===== config.mk =====
export PLATFORM = sky130hd
export DESIGN_NAME = terminal_line_editor_core
export DESIGN_NICKNAME = d
export VERILOG_FILES = /design/src/sv/tle_pkg.sv /design/src/sv/terminal_line_editor_core.sv /design/src/sv/tle_ram.sv /design/src/sv/tle_seq.sv
export SDC_FILE = /design/constraint.sdc
export NUM_CORES = 1
export LEC_CHECK = 0
export ABC_AREA = 1
export BUFFER_PORTS_ARGS = -buffer_cell sky130_fd_sc_hd__buf_2
export CAP_MARGIN = 5
export CORE_ASPECT_RATIO = 0.7
export CORE_MARGIN = 2
export CORE_UTILIZATION = 55
export CTS_CLUSTER_DIAMETER = 80
export DETAILED_ROUTE_END_ITERATION = 12
export PLACE_DENSITY_LB_ADDON = 0.3
export SYNTH_ARGS = -nofsm -noshare
export SYNTH_HDL_FRONTEND = slang
export SYNTH_HIERARCHICAL = 1
export SYNTH_SLANG_ARGS = --single-unit

===== constraint.sdc =====
create_clock -name clk_i -period 9.16 [get_ports clk_i]
set_clock_uncertainty 0.1 [all_clocks]
set_input_delay 1.832 -clock clk_i [delete_from_list [all_inputs] [get_ports clk_i]]
set_output_delay 1.832 -clock clk_i [all_outputs]
set_load 0.01 [all_outputs]

===== src/sv/tle_pkg.sv =====
package tle_pkg;

  localparam int LINE_LEN_DEF = 64;

  localparam int BYTE_W     = 8;
  localparam int EV_W       = 3;
  localparam int CUR_W      = 7;
  localparam int CFG_IDX_W  = 2;
  localparam int CFG_DATA_W = 8;
  localparam int IN_TDATA_W  = 8;
  localparam int OUT_TDATA_W = 16;
  localparam int OUT_TUSER_W = EV_W;

  // Register indexes of the configuration port.
  localparam logic [CFG_IDX_W-1:0] REG_BACKSPACE = 2'd0;
  localparam logic [CFG_IDX_W-1:0] REG_DELETE    = 2'd1;
  localparam logic [CFG_IDX_W-1:0] REG_ECHO      = 2'd2;

  localparam logic [BYTE_W-1:0] RST_BACKSPACE = 8'h08;
  localparam logic [BYTE_W-1:0] RST_DELETE    = 8'h7F;

  // Event codes of a result.
  localparam logic [EV_W-1:0] EV_ECHO   = 3'd0;
  localparam logic [EV_W-1:0] EV_RIGHT  = 3'd1;
  localparam logic [EV_W-1:0] EV_LEFT   = 3'd2;
  localparam logic [EV_W-1:0] EV_REDRAW = 3'd3;
  localparam logic [EV_W-1:0] EV_ERASE  = 3'd4;
  localparam logic [EV_W-1:0] EV_CHAR   = 3'd5;
  localparam logic [EV_W-1:0] EV_EMPTY  = 3'd6;

  // Escape recognizer phases.
  localparam logic [1:0] PH_IDLE    = 2'd0;
  localparam logic [1:0] PH_ESC     = 2'd1;
  localparam logic [1:0] PH_BRACKET = 2'd2;
  localparam logic [1:0] PH_THREE   = 2'd3;

  localparam logic [BYTE_W-1:0] CH_NUL   = 8'h00;
  localparam logic [BYTE_W-1:0] CH_TAB   = 8'h09;
  localparam logic [BYTE_W-1:0] CH_LF    = 8'h0A;
  localparam logic [BYTE_W-1:0] CH_CR    = 8'h0D;
  localparam logic [BYTE_W-1:0] CH_ESC   = 8'h1B;
  localparam logic [BYTE_W-1:0] CH_THREE = 8'h33;
  localparam logic [BYTE_W-1:0] CH_UP_A  = 8'h41;
  localparam logic [BYTE_W-1:0] CH_UP_C  = 8'h43;
  localparam logic [BYTE_W-1:0] CH_UP_D  = 8'h44;
  localparam logic [BYTE_W-1:0] CH_UP_Z  = 8'h5A;
  localparam logic [BYTE_W-1:0] CH_LBRK  = 8'h5B;
  localparam logic [BYTE_W-1:0] CH_TILDE = 8'h7E;
  localparam logic [BYTE_W-1:0] CASE_OFS = 8'h20;

  typedef struct packed {
    logic [BYTE_W-1:0] backspace_code;
    logic [BYTE_W-1:0] delete_code;
    logic              echo_enable;
  } cfg_t;

  typedef struct packed {
    logic [EV_W-1:0]   event_res;
    logic [BYTE_W-1:0] char_value;
    logic [CUR_W-1:0]  cursor_at;
    logic              last;
  } res_t;

  function automatic logic [BYTE_W-1:0] to_lower(input logic [BYTE_W-1:0] c);
    logic [BYTE_W-1:0] r;
    r = c;
    if (c >= CH_UP_A && c <= CH_UP_Z) begin
      r = c + CASE_OFS;
    end
    return r;
  endfunction

endpackage


===== src/sv/terminal_line_editor_core.sv =====
// A single event passes from its byte through the emit state to the output register;
// an insert or a removal moves each character with one RAM read and one write.
// A line end sends its characters one at a time, each read from the line RAM and then
// offered for output; a byte that gives no result lets the next byte in on the next cycle,
// and a byte that gives a single event without a shift holds the input until its event is taken.
// Reset clears length, cursor, escape phase, configuration and the output stage;
// the line RAM is not cleared, and no clearing pass is needed.
module terminal_line_editor_core import tle_pkg::*; #(
  parameter int LINE_LEN = LINE_LEN_DEF
) (
  input  logic                   clk_i,
  input  logic                   rst_ni,
  input  logic                   cfg_we_i,
  input  logic [CFG_IDX_W-1:0]   cfg_idx_i,
  input  logic [CFG_DATA_W-1:0]  cfg_data_i,
  input  logic                   s_axis_tvalid,
  output logic                   s_axis_tready,
  input  logic [IN_TDATA_W-1:0]  s_axis_tdata,   // [7:0] rx_byte
  output logic                   m_axis_tvalid,
  input  logic                   m_axis_tready,
  output logic [OUT_TDATA_W-1:0] m_axis_tdata,   // [7:0] char_value, [14:8] cursor_at,
                                                 // rest zero
  output logic [OUT_TUSER_W-1:0] m_axis_tuser,   // [2:0] event_res
  output logic                   m_axis_tlast
);

  localparam int AW = $clog2(LINE_LEN);

  cfg_t              cfg_q;
  res_t              res;
  res_t              out_q;
  logic              out_valid_q;
  logic              res_valid;
  logic              res_ready;
  logic              mem_we;
  logic [AW-1:0]     mem_waddr;
  logic [BYTE_W-1:0] mem_wdata;
  logic              mem_re;
  logic [AW-1:0]     mem_raddr;
  logic [BYTE_W-1:0] mem_rdata;

  always_ff @(posedge clk_i or negedge rst_ni) begin
    if (!rst_ni) begin
      cfg_q.backspace_code <= RST_BACKSPACE;
      cfg_q.delete_code    <= RST_DELETE;
      cfg_q.echo_enable    <= 1'b1;
    end else if (cfg_we_i) begin
      case (cfg_idx_i)
        REG_BACKSPACE: cfg_q.backspace_code <= cfg_data_i[BYTE_W-1:0];
        REG_DELETE:    cfg_q.delete_code    <= cfg_data_i[BYTE_W-1:0];
        REG_ECHO:      cfg_q.echo_enable    <= cfg_data_i[0];
        default: begin
          cfg_q <= cfg_q;
        end
      endcase
    end
  end

  tle_seq #(
    .LINE_LEN(LINE_LEN)
  ) u_seq (
    .clk_i       (clk_i),
    .rst_ni      (rst_ni),
    .cfg_i       (cfg_q),
    .in_valid_i  (s_axis_tvalid),
    .in_byte_i   (s_axis_tdata[BYTE_W-1:0]),
    .in_ready_o  (s_axis_tready),
    .res_valid_o (res_valid),
    .res_ready_i (res_ready),
    .res_o       (res),
    .mem_we_o    (mem_we),
    .mem_waddr_o (mem_waddr),
    .mem_wdata_o (mem_wdata),
    .mem_re_o    (mem_re),
    .mem_raddr_o (mem_raddr),
    .mem_rdata_i (mem_rdata)
  );

  tle_ram #(
    .WIDTH(BYTE_W),
    .DEPTH(LINE_LEN)
  ) u_line_ram (
    .clk_i   (clk_i),
    .we_i    (mem_we),
    .waddr_i (mem_waddr),
    .wdata_i (mem_wdata),
    .re_i    (mem_re),
    .raddr_i (mem_raddr),
    .rdata_o (mem_rdata)
  );

  // Output register: the sequencer may hand over a new result while the old one drains.
  assign res_ready = !out_valid_q || m_axis_tready;

  always_ff @(posedge clk_i or negedge rst_ni) begin
    if (!rst_ni) begin
      out_valid_q <= 1'b0;
    end else if (res_ready) begin
      out_valid_q <= res_valid;
    end
  end

  always_ff @(posedge clk_i) begin
    if (res_ready && res_valid) begin
      out_q <= res;
    end
  end

  assign m_axis_tvalid = out_valid_q;
  assign m_axis_tlast  = out_q.last;
  assign m_axis_tuser  = out_q.event_res;
  assign m_axis_tdata  = {{(OUT_TDATA_W - BYTE_W - CUR_W){1'b0}},
                          out_q.cursor_at, out_q.char_value};

  a_single_event_last: assert property (@(posedge clk_i) disable iff (!rst_ni)
    m_axis_tvalid && (m_axis_tuser != EV_CHAR) |-> m_axis_tlast)
    else $error("single event without last mark");

  a_line_char_cursor_zero: assert property (@(posedge clk_i) disable iff (!rst_ni)
    m_axis_tvalid && (m_axis_tuser == EV_CHAR) |-> (m_axis_tdata[14:8] == '0))
    else $error("line character with nonzero cursor");

  a_cursor_in_range: assert property (@(posedge clk_i) disable iff (!rst_ni)
    m_axis_tvalid |-> (m_axis_tdata[14:8] <= CUR_W'(LINE_LEN)))
    else $error("cursor beyond line length");

  a_no_input_while_busy: assert property (@(posedge clk_i) disable iff (!rst_ni)
    res_valid |-> !s_axis_tready)
    else $error("input taken while a result is pending");

endmodule


===== src/sv/tle_ram.sv =====
module tle_ram #(
  parameter int WIDTH = 8,
  parameter int DEPTH = 64
) (
  input  logic                     clk_i,
  input  logic                     we_i,
  input  logic [$clog2(DEPTH)-1:0] waddr_i,
  input  logic [WIDTH-1:0]         wdata_i,
  input  logic                     re_i,
  input  logic [$clog2(DEPTH)-1:0] raddr_i,
  output logic [WIDTH-1:0]         rdata_o
);

  logic [WIDTH-1:0] mem_q [DEPTH];
  logic [WIDTH-1:0] rdata_q;

  always_ff @(posedge clk_i) begin
    if (we_i) begin
      mem_q[waddr_i] <= wdata_i;
    end
    if (re_i) begin
      rdata_q <= mem_q[raddr_i];
    end
  end

  assign rdata_o = rdata_q;

endmodule


===== src/sv/tle_seq.sv =====
module tle_seq import tle_pkg::*; #(
  parameter int LINE_LEN = LINE_LEN_DEF
) (
  input  logic                        clk_i,
  input  logic                        rst_ni,
  input  cfg_t                        cfg_i,
  input  logic                        in_valid_i,
  input  logic [BYTE_W-1:0]           in_byte_i,
  output logic                        in_ready_o,
  output logic                        res_valid_o,
  input  logic                        res_ready_i,
  output res_t                        res_o,
  output logic                        mem_we_o,
  output logic [$clog2(LINE_LEN)-1:0] mem_waddr_o,
  output logic [BYTE_W-1:0]           mem_wdata_o,
  output logic                        mem_re_o,
  output logic [$clog2(LINE_LEN)-1:0] mem_raddr_o,
  input  logic [BYTE_W-1:0]           mem_rdata_i
);

  localparam int AW = $clog2(LINE_LEN);
  localparam int LW = AW + 1;
  localparam logic [LW-1:0] LEN_MAX = LW'(LINE_LEN);
  localparam logic [LW-1:0] ONE     = LW'(1);

  localparam logic [2:0] ST_IDLE = 3'd0;
  localparam logic [2:0] ST_EMIT = 3'd1;
  localparam logic [2:0] ST_LRD  = 3'd2;
  localparam logic [2:0] ST_LOUT = 3'd3;
  localparam logic [2:0] ST_SRD  = 3'd4;
  localparam logic [2:0] ST_SWR  = 3'd5;
  localparam logic [2:0] ST_INS  = 3'd6;

  logic [2:0]        state_q, state_d;
  logic [1:0]        phase_q, phase_d;
  logic [LW-1:0]     len_q, len_d;
  logic [LW-1:0]     cur_q, cur_d;
  logic [AW-1:0]     idx_q, idx_d;
  logic [AW-1:0]     lim_q, lim_d;
  logic              ins_q, ins_d;
  logic [BYTE_W-1:0] byte_q, byte_d;
  logic [EV_W-1:0]   ev_q, ev_d;
  logic [BYTE_W-1:0] ch_q, ch_d;

  logic              accept;
  logic              do_rm;
  logic [LW-1:0]     rm_pos;
  logic [LW-1:0]     idx_ext;
  logic              line_last;
  logic [BYTE_W-1:0] b;

  assign accept    = in_valid_i && (state_q == ST_IDLE);
  assign in_ready_o = (state_q == ST_IDLE);
  assign b         = in_byte_i;
  assign idx_ext   = {1'b0, idx_q};
  assign line_last = (idx_q == lim_q);

  always_comb begin
    state_d = state_q;
    phase_d = phase_q;
    len_d   = len_q;
    cur_d   = cur_q;
    idx_d   = idx_q;
    lim_d   = lim_q;
    ins_d   = ins_q;
    byte_d  = byte_q;
    ev_d    = ev_q;
    ch_d    = ch_q;
    do_rm   = 1'b0;
    rm_pos  = cur_q;

    mem_we_o    = 1'b0;
    mem_waddr_o = idx_q;
    mem_wdata_o = mem_rdata_i;
    mem_re_o    = 1'b0;
    mem_raddr_o = idx_q;

    res_valid_o = 1'b0;
    res_o.event_res  = ev_q;
    res_o.char_value = ch_q;
    res_o.cursor_at  = CUR_W'(cur_q);
    res_o.last       = 1'b1;

    case (state_q)
      ST_IDLE: begin
        if (accept) begin
          ch_d = '0;
          case (phase_q)
            PH_ESC: begin
              phase_d = (b == CH_LBRK) ? PH_BRACKET : PH_IDLE;
            end
            PH_BRACKET: begin
              if (b == CH_THREE) begin
                phase_d = PH_THREE;
              end else begin
                phase_d = PH_IDLE;
                if (b == CH_UP_C && cur_q < len_q) begin
                  cur_d   = cur_q + ONE;
                  ev_d    = EV_RIGHT;
                  state_d = ST_EMIT;
                end else if (b == CH_UP_D && cur_q != '0) begin
                  cur_d   = cur_q - ONE;
                  ev_d    = EV_LEFT;
                  state_d = ST_EMIT;
                end
              end
            end
            PH_THREE: begin
              phase_d = PH_IDLE;
              if (b == CH_TILDE && cur_q != '0 && cur_q < len_q) begin
                do_rm  = 1'b1;
                rm_pos = cur_q;
              end
            end
            default: begin
              if (b == CH_ESC) begin
                phase_d = PH_ESC;
              end else if (b == CH_CR || b == CH_LF || b == CH_NUL) begin
                len_d = '0;
                cur_d = '0;
                if (len_q == '0) begin
                  ev_d    = EV_EMPTY;
                  state_d = ST_EMIT;
                end else begin
                  idx_d   = '0;
                  lim_d   = AW'(len_q - ONE);
                  state_d = ST_LRD;
                end
              end else if (b == cfg_i.backspace_code) begin
                if (len_q != '0 && cur_q != '0) begin
                  cur_d = cur_q - ONE;
                  if (cur_q == len_q) begin
                    len_d   = len_q - ONE;
                    ev_d    = EV_ERASE;
                    state_d = ST_EMIT;
                  end else begin
                    do_rm  = 1'b1;
                    rm_pos = cur_q - ONE;
                  end
                end
              end else if (b == cfg_i.delete_code) begin
                if (cur_q != '0 && cur_q < len_q) begin
                  do_rm  = 1'b1;
                  rm_pos = cur_q;
                end
              end else if (b == CH_TAB) begin
                phase_d = PH_IDLE;
              end else if (len_q < LEN_MAX && cur_q <= len_q) begin
                len_d = len_q + ONE;
                cur_d = cur_q + ONE;
                if (cur_q == len_q) begin
                  mem_we_o    = 1'b1;
                  mem_waddr_o = AW'(len_q);
                  mem_wdata_o = b;
                  if (cfg_i.echo_enable) begin
                    ev_d    = EV_ECHO;
                    ch_d    = b;
                    state_d = ST_EMIT;
                  end
                end else begin
                  // Open a gap at the cursor by moving the tail up, last entry first.
                  byte_d  = b;
                  ins_d   = 1'b1;
                  idx_d   = AW'(len_q);
                  ev_d    = EV_REDRAW;
                  state_d = ST_SRD;
                end
              end
            end
          endcase
          if (do_rm) begin
            len_d = len_q - ONE;
            idx_d = AW'(rm_pos);
            ins_d = 1'b0;
            ev_d  = EV_REDRAW;
            state_d = (rm_pos + ONE < len_q) ? ST_SRD : ST_EMIT;
          end
        end
      end
      ST_EMIT: begin
        res_valid_o = 1'b1;
        if (res_ready_i) begin
          state_d = ST_IDLE;
        end
      end
      ST_LRD: begin
        mem_re_o    = 1'b1;
        mem_raddr_o = idx_q;
        state_d     = ST_LOUT;
      end
      ST_LOUT: begin
        res_valid_o      = 1'b1;
        res_o.event_res  = EV_CHAR;
        res_o.char_value = to_lower(mem_rdata_i);
        res_o.last       = line_last;
        if (res_ready_i) begin
          if (line_last) begin
            state_d = ST_IDLE;
          end else begin
            idx_d   = idx_q + AW'(1);
            state_d = ST_LRD;
          end
        end
      end
      ST_SRD: begin
        mem_re_o    = 1'b1;
        mem_raddr_o = ins_q ? (idx_q - AW'(1)) : (idx_q + AW'(1));
        state_d     = ST_SWR;
      end
      ST_SWR: begin
        mem_we_o    = 1'b1;
        mem_waddr_o = idx_q;
        mem_wdata_o = mem_rdata_i;
        if (ins_q) begin
          if (idx_ext == cur_q) begin
            state_d = ST_INS;
          end else begin
            idx_d   = idx_q - AW'(1);
            state_d = ST_SRD;
          end
        end else begin
          // len_q already holds the shortened length here.
          if (idx_ext + ONE < len_q) begin
            idx_d   = idx_q + AW'(1);
            state_d = ST_SRD;
          end else begin
            state_d = ST_EMIT;
          end
        end
      end
      ST_INS: begin
        mem_we_o    = 1'b1;
        mem_waddr_o = AW'(cur_q - ONE);
        mem_wdata_o = byte_q;
        state_d     = ST_EMIT;
      end
      default: begin
        state_d = ST_IDLE;
      end
    endcase
  end

  always_ff @(posedge clk_i or negedge rst_ni) begin
    if (!rst_ni) begin
      state_q <= ST_IDLE;
      phase_q <= PH_IDLE;
      len_q   <= '0;
      cur_q   <= '0;
      idx_q   <= '0;
      lim_q   <= '0;
      ins_q   <= 1'b0;
    end else begin
      state_q <= state_d;
      phase_q <= phase_d;
      len_q   <= len_d;
      cur_q   <= cur_d;
      idx_q   <= idx_d;
      lim_q   <= lim_d;
      ins_q   <= ins_d;
    end
  end

  always_ff @(posedge clk_i) begin
    byte_q <= byte_d;
    ev_q   <= ev_d;
    ch_q   <= ch_d;
  end

endmodule


; ---- Word-level counts from Yosys, hierarchy flattened
; Memories as Yosys holds them, arrays and structs flattened. A register that Yosys moved wholly into a read port is not among the register bits.
; Index checks and enable logic that the tools add are counted.
[classes]
order_cmp = 7
reduce_logical = 46
addsub = 9
bitwise = 11
eq_ne = 79
n_mux = 152
[op_table]
columns = op, count
row1 = two-way mux 7 bit, 28
row2 = two-way mux 6 bit, 27
row3 = two-way mux 3 bit, 34
row4 = two-way mux 8 bit, 11
row5 = "== test 8 x 7 -> 1 bit, second input constant", 4
row6 = two-way mux 1 bit, 32
row7 = AND reduction 10 bit, 3
row8 = "inequality test 4 x 3 -> 1 bit, second input constant", 7
row9 = AND reduction 13 bit, 2
row10 = "inequality test 5 x 4 -> 1 bit, second input constant", 5
row11 = "== test 8 x 4 -> 1 bit, second input constant", 3
row12 = "inequality test 2 bit, second input constant", 11
row13 = "adder 7 x 1 -> 7 bit, second input constant", 3
row14 = < comparator 7 bit, 3
row15 = case mux 3 bit (7 select lines), 1
row16 = two-way mux 2 bit, 10
row17 = "inequality test 6 x 4 -> 1 bit, second input constant", 3
row18 = case mux 6 bit (3 select lines), 1
row19 = == test 8 bit, 2
row20 = "inequality test 4 x 2 -> 1 bit, second input constant", 4
row21 = "inequality test 4 bit, second input constant", 4
row22 = case mux 8 bit (2 select lines), 1
row23 = case mux 7 bit (2 select lines), 1
row24 = AND reduction 14 bit, 1
row25 = 52 further kinds, 103
[totals]
reg_bits = 88
memories = 1
output_inout_bits = 22
mem_bits_rw = 512
inputBits = 23
[mem_list]
columns = name, words, word_bits, rd, rd_clocked_by_memory_dff, write_ports, line_no
row1 = u_line_ram.mem_q, 64, 8, 1, 1, 1, tle_ram.sv:14  ; logic [WIDTH-1:0] mem_q [DEPTH];

; ---- Depth between registers and ports, before layout
; Gate-level depths: netlist of the first run.
[logic_depth]
ltp_word = 15
ltp_mapped = 26

; ---- Hierarchy
; Netlist of the first run, hierarchy kept.
[by_module_without_submodules]
columns = mod, seq_area_each_um2, area_per_inst_um2, cells_each, instances
row1 = tle_ram, 15615.0, 21371.7, 1822, 1
row2 = tle_seq, 1371.3, 5720.5, 894, 1
row3 = terminal_line_editor_core, 1032.2, 1368.8, 104, 1

; ---- Worst setup path after synthesis of the first run
; Ideal clock, no wire load.
[synth_path]
path_type = input-to-reg
startpoint = input s_axis_tdata[3]
endpoint = memory u_line_ram.mem_q[0][1], data pin
setup_slack_ns = 4.351
setup_ns = 0.601
arrival_ns = 4.108
stages = 14
required_ns = 8.459
cell_sequence = buf_2 -> inv_2 -> nand2_1 -> nor2_1 -> nand2_1 -> nand3_4 -> inv_4 -> nand2_4 -> nor4_4 -> nand2_2 -> buf_6 -> buf_6 -> o211ai_1 -> nand3_1
[synth_between]
elab_chain_len = 9
[synth_rtl]
columns = item, line_no
row1 = start: declaration, terminal_line_editor_core.sv:18  ; input logic [IN_TDATA_W-1:0] s_axis_tdata,
row2 = == test 8 x 4 -> 1 bit, tle_seq.sv:146  ; end else if (b == CH_TAB) begin
row3 = two-way mux 8 bit, tle_seq.sv:146
row4 = two-way mux 8 bit, tle_seq.sv:141  ; end else if (b == cfg_i.delete_code) begin
row5 = two-way mux 8 bit, tle_seq.sv:129  ; end else if (b == cfg_i.backspace_code) begin
row6 = two-way mux 8 bit, tle_seq.sv:118  ; end else if (b == CH_CR || b == CH_LF || b == CH_NUL) begin
row7 = two-way mux 8 bit (*), tle_seq.sv:116  ; if (b == CH_ESC) begin
row8 = two-way mux 8 bit (*), tle_seq.sv:88  ; case (phase_q)
row9 = two-way mux 8 bit (*), tle_seq.sv:86  ; if (accept) begin
row10 = case mux 8 bit (2 select lines) (*), tle_seq.sv:84  ; case (state_q)
row11 = net mem_wdata[1], terminal_line_editor_core.sv:37  ; logic [BYTE_W-1:0] mem_wdata;
row12 = end: declaration, tle_ram.sv:14
; The timed path passes the listed nets; every way through them passes the cells marked *.

; ---- Final worst setup path of the first run
[layout_path]
startpoint = input s_axis_tdata[3]
endpoint = memory u_line_ram.mem_q[25][0], enable pin
[layout_lines]
columns = item, line_no
row1 = == test 8 x 4 -> 1 bit, tle_seq.sv:146
row2 = two-way mux 6 bit, tle_seq.sv:146
row3 = two-way mux 6 bit, tle_seq.sv:141
row4 = two-way mux 6 bit, tle_seq.sv:129
row5 = two-way mux 6 bit, tle_seq.sv:118
row6 = two-way mux 6 bit (*), tle_seq.sv:116
row7 = two-way mux 6 bit (*), tle_seq.sv:88
row8 = two-way mux 6 bit (*), tle_seq.sv:86
row9 = case mux 6 bit (2 select lines) (*), tle_seq.sv:84
row10 = net mem_waddr[2], terminal_line_editor_core.sv:36  ; logic [AW-1:0] mem_waddr;
; Marked as above.

==> metrics.txt, run 1 <==
Post CTS Setup Buffer Count 0; Hold Crit Class flip-flop to flip-flop; Reg clk slew, reported paths 0.06 ns; slack of the critical path 3.524 ns; Vias 21065; Max Slew Vio Count 0; Peak VDD IR 0.0003304 V; Crit. End Element flip-flop; reg2reg setup slack 4.04 ns; largest net degree at the start of global routing 138; unrepaired setup endpoints after global routing false; Comb pwr share 46.3%; area of the die 0.05361 mm2; Synth area leaders edfxtp_1 (59%), nand2_1 (13%), nand3_1 (9.0%), dfrtp_1 (3.6%), nor2_1 (2.0%); DR iter-0 viols 2893; Clock Path Buffers 3; ys flop type edfxtp_1; Antenna Nets Post-Route 0; H-tree depth 2; Distinct cells, synth 57; synth cell count leaders nand2_1 (968), edfxtp_1 (558), nand3_1 (510); Pint 6.419 mW; Post-CTS Hold Buffers 0; most common cell in the synthesized netlist nand2_1; Setup violations, final 0; EDFF count, synth 558; max_cap viols 0; Fin Setup TNS 0 ns; final net count 2853; ys async rst share 8.224%; Post-Syn Instances 2820; switching share of power 45.55%; cells resized by post-CTS repair 0; Die Height 194.3 um; n_diodes 0; first-pass GRT wire length 116300 um; number of detailed-route iterations in the first pass 7; vias in the first global route 20017; Clk Latency, worst-skew pair 0.63 ns; initial antenna violation count 0; power per cell area 384.3 mW/mm2; initial core utilization 55.88%; NetSw 5.370 mW; Req. time, crit path 9.31 ns; #FFs+latches synth 608; Mean Syn Cell Area 10.09 um2; Arr. time, crit path 5.78 ns; PortBufs 43; Final GP Congestion 1.009; Hold Fails Final Rpt 0; Worst Setup Start Kind input port; register area share after synthesis 63.31%; Synth area leader edfxtp_1; CTS tree built; outcome finished clean; IO Count 45; area grow syn2layout 7.794%; Synthesized Nets 2872; clk sinks 608; Worst slew margin 13.22%; leakage power 11.91 nW; DP HPWL 49160 um; WL/cell 21.81 um; layout cells sized above 1 8.366%; die width 275.9 um; synthesized area 0.02846 mm2; Yosys warnings 6; Row Count 69; final core utilization 60.23%; drt drc 0; Yosys top cell area share 58.87%; peak fanout along the critical path 29; period utilization 61.53%; f_max 177.4 MHz; Total Routing Usage GR 28.74%; post-place setup slack 3.051 ns; Overflow after GRT 0; clock root buffer clkbuf_16; Worst Tran Pin Value 1.302 ns; Routed WL 76740 um; fin crit period 5.636 ns; sequential share of power 33.9%; Clock power frac 19.8%; WHS 0.3802 ns; Via density 5.986; kind of critical path input port to flip-flop; total core area 0.05094 mm2; CTS Buf Count 57
[power by group through the flow]
stage,Clock [mW],Combinational [mW],Sequential (mW)
detailed placement,0,5.26,4.05
global placement,0,5.20,4.05
global route,2.47,5.93,4.01
CTS,2.35,5.31,3.99
finish,2.33,5.46,4.00
floorplan,0,3.68,4.00
[path summary, 6_finish.rpt]
check / start / endpoint / cells after the start
min: cfg_q[5] / cfg_q[5] / 2
max in group asynchronous: rst_ni / cfg_q[13] / 2
min reg2reg: cfg_q[5] / cfg_q[5] / 2
min in group asynchronous: rst_ni / u_seq/lim_q[3] / 2
max: s_axis_tdata[3] / u_line_ram/mem_q[25][0] / 15
max reg2reg: u_seq/state_q[1] / u_line_ram/rdata_o[5] / 15
[layout make-up]
cell class	instances	area [um2]
tap	674	843.3
clock buffer	67	1485
fill	4153	20260
inverter	148	564.3
clock inverter	36	322.8
timing repair buffer	67	395.4
sequential	608	18020
multi-input combinational	1919	9050
[cell families after synthesis]
| group | share of synthesized area [%] |
|---|---|
| muxes | 0.2198 |
| other | 0.01318 |
| DFF | 63.31 |
| buffers and inverters | 5.205 |
| AOI/OAI and AO/OA | 2.932 |
| adders and majority gates | 1.275 |
| and+or+nand+nor | 25.88 |
| xor gates and xnor gates | 1.169 |
[through the flow]
step                      cell area [um2]  power (mW)  std cells
final                               30680       11.79       3519
after detailed placement            28870       9.312       3416
after global routing                30680       12.41       3519
after global placement              28870       9.251       3416
after CTS                           30680       11.65       3519
after floorplan                     28460       7.680       2820
[layout by cell type, fill, tap and decap left out, types with 12 or more instances in the layout]
cell | synthesis | final
clkbuf_16 | 0 | 58
xor2_1 | 26 | 25
nand2_1 | 968 | 968
nand4_1 | 17 | 17
o21ai_0 | 40 | 36
inv_2 | 14 | 14
ha_1 | 29 | 29
buf_2 | 61 | 43
buf_4 | 11 | 24
a21oi_1 | 33 | 32
inv_1 | 130 | 129
o211ai_1 | 12 | 12
clkinv_1 | 2 | 13
nand3_1 | 510 | 502
nor2_1 | 152 | 152
xnor2_1 | 12 | 12
edfxtp_1 | 558 | 558
dfrtp_1 | 41 | 41
nor3_1 | 28 | 28
[routing by layer]
metal,up-vias,global-route usage (%),share of wire (%)
li1,9576,-,-
met1,10068,43.36,42
met2,1268,39.51,41
met3,153,9.661,14
met4,0,8.184,2.5
met5,-,0,0
[critical path, cell delays in order]
cell      delay (ns)
buf_2           0.22
inv_2           0.07
nand2_1         0.11
nor2_1          0.05
nand2_1         0.10
nand3_4         0.22
inv_4           0.24
nand2_4         0.10
nor4_4          0.26
nand2_2         0.44
o211ai_1        0.33
nand3_1         0.21
nor3_1          0.36
nand2_1         0.49
nor2_1          0.71
[sequential cells by signal, indices dropped and copies added, names as in the netlist]
signal	count
cfg_q	17
m_axis_tdata	15
m_axis_tlast	1
m_axis_tuser	3
m_axis_tvalid	1
u_line_ram/mem_q	512
u_line_ram/rdata_o	8
u_seq/byte_q	8
u_seq/ch_q	8
u_seq/cur_q	7
u_seq/ev_q	3
u_seq/idx_q	6
u_seq/ins_q	1
u_seq/len_q	7
u_seq/lim_q	6
u_seq/phase_q	2
u_seq/state_q	3
Power figures use the tool's default switching activity.
==> inputs of run 2 (changes only) <==
clock period = 5.5 ns   (was 9.16 ns; I/O delays follow)
==> metrics.txt, run 2 (synthesized netlist as in run 1, its figures left out) <==
max_cap viols 0; Clk Latency, worst-skew pair 0.63 ns; final net count 2914; vias in the first global route 19778; Reg clk slew, reported paths 0.07 ns; Vias 21315; Worst Setup Start Kind flip-flop; outcome finished clean; largest registers u_line_ram/mem_q (512), cfg_q (17), m_axis_tdata (15); first-pass GRT wire length 118400 um; period utilization 82.71%; Post CTS Setup Buffer Count 0; crit path cell chain inv_1 > ha_1 > xnor2_1 > inv_1 > nand2_1 > o21ai_4 > buf_4 > buf_4 > nand3_1 > nand3_1 > nand2_1 > nand2_1 > nand3_1 > nand3_1 > nand2_1; max reg flops 512; Worst slew margin 15.64%; leakage power 12.22 nW; Worst Tran Pin Value 1.261 ns; kind of critical path flip-flop to flip-flop; Routed WL 76930 um; peak fanout along the critical path 72; Setup violations, final 0; Peak VDD IR 0.0004242 V; fin crit period 4.549 ns; reg2reg setup slack 0.95 ns; power per cell area 628.8 mW/mm2; die width 275.9 um; Req. time, crit path 5.75 ns; area grow syn2layout 9.610%; Antenna Nets Post-Route 0; number of detailed-route iterations in the first pass 5; unrepaired setup endpoints after global routing false; PortBufs 43; Buf+Inv Stages, Crit Path 4; WHS 0.3919 ns; clk sinks 608; total core area 0.05094 mm2; Worst path slowest cell buf_4; most frequent cells in the layout nand2_1 (968), edfxtp_1 (558), nand3_1 (502); Final GP Congestion 1.006; Crit path largest cell delay 0.75 ns; layout cells sized above 1 10.04%; area of the die 0.05361 mm2; Hold Crit Class flip-flop to flip-flop; Hold Fails Final Rpt 0; Overflow after GRT 0; Row Count 69; WL/cell 21.48 um; commonest non-fill, non-tap cell in the layout nand2_1; n_diodes 0; CTS tree built; largest net degree at the start of global routing 155; initial antenna violation count 0; Via density 5.951; H-tree depth 2; Clock Path Buffers 3; drt drc 0; DP HPWL 50070 um; Post-CTS Hold Buffers 0; IO Count 45; f_max 219.8 MHz; Max Slew Vio Count 0; Crit path max-delay family buffers and inverters; Fill cells 4120; DR iter-0 viols 3212; Die Height 194.3 um; initial core utilization 55.88%; clock root buffer clkbuf_16; Total Routing Usage GR 28.99%; Arr. time, crit path 4.80 ns; Crit. End Element flip-flop; cells resized by post-CTS repair 0; Most flops, register u_line_ram/mem_q; CTS Buf Count 56; Fin Setup TNS 0 ns
## run 2: cell types whose count changed in the layout (fill, tap and decap cells not counted), sizes merged
cell      before  now
clkinv        28   26
inv          149  146
buf           67  129
clkinvlp       3    8
bufinv         4    5
## run 2: per-stage QoR
| stage | instances | cell area, um2 | setup slack (ns) | total power, mW | utilization (%) |
|---|---|---|---|---|---|
| floorplan | 2820 | 28460 | 1.423 | 12.79 | - |
| global placement | 3478 | 29400 | 0.8794 | 15.43 | 57.72 |
| detailed placement | 3478 | 29400 | 0.7243 | 15.58 | 57.72 |
| CTS | 3582 | 31200 | 1.076 | 19.43 | 61.25 |
| global route | 3582 | 31200 | 0.7399 | 20.68 | 61.25 |
| finish | 3582 | 31200 | 0.9507 | 19.61 | 61.25 |
## run 2: report_power, final
part,switching (mW),leakage [nW],internal (mW)
clock network,1.71,0.843,2.13
logic,6.82,5.72,2.31
registers,0.259,5.66,6.38
## run 2: worst register-to-register path, stage by stage, from the launching register on
cell and delay, ns:
dfrtp_1 0.68, inv_1 0.27, ha_1 0.42, xnor2_1 0.15, inv_1 0.08, nand2_1 0.08
o21ai_4 0.11, buf_4 0.60, buf_4 0.78, nand3_1 0.30, nand3_1 0.16, nand2_1 0.10
nand2_1 0.07, nand3_1 0.10, nand3_1 0.19, nand2_1 0.12
## run 2: area by class of cell
class | instances | area (um2) | area share [%]
inverters | 148 | 564.3 | 1.809
flip-flops and latches | 608 | 18020 | 57.76
repair buffers | 129 | 923.4 | 2.960
well taps | 674 | 843.3 | 2.703
clock buffers | 67 | 1464 | 4.693
multi-input cells | 1919 | 9050 | 29.01
clock inverters | 37 | 332.8 | 1.067
## run 2: worst paths after layout
kind                                               to  cells after the start            from
worst min register to register               cfg_q[6]                      2        cfg_q[6]
min in group asynchronous              u_seq/idx_q[1]                      2          rst_ni
worst max register to register  u_line_ram/rdata_o[5]                     15  u_seq/idx_q[0]
worst min-delay path                         cfg_q[6]                      2        cfg_q[6]
max in group asynchronous                   cfg_q[15]                      2          rst_ni
worst max-delay path            u_line_ram/rdata_o[5]                     15  u_seq/idx_q[0]
## run 2: metal layers
metal | vias to the layer above | GRT usage, % | wire length, um
met4 | 0 | 6.631 | 1524
li1 | 9706 | - | -
met5 | - | 0 | 0
met3 | 121 | 6.696 | 9911
met1 | 10234 | 47.63 | 34260
met2 | 1254 | 38.66 | 31240
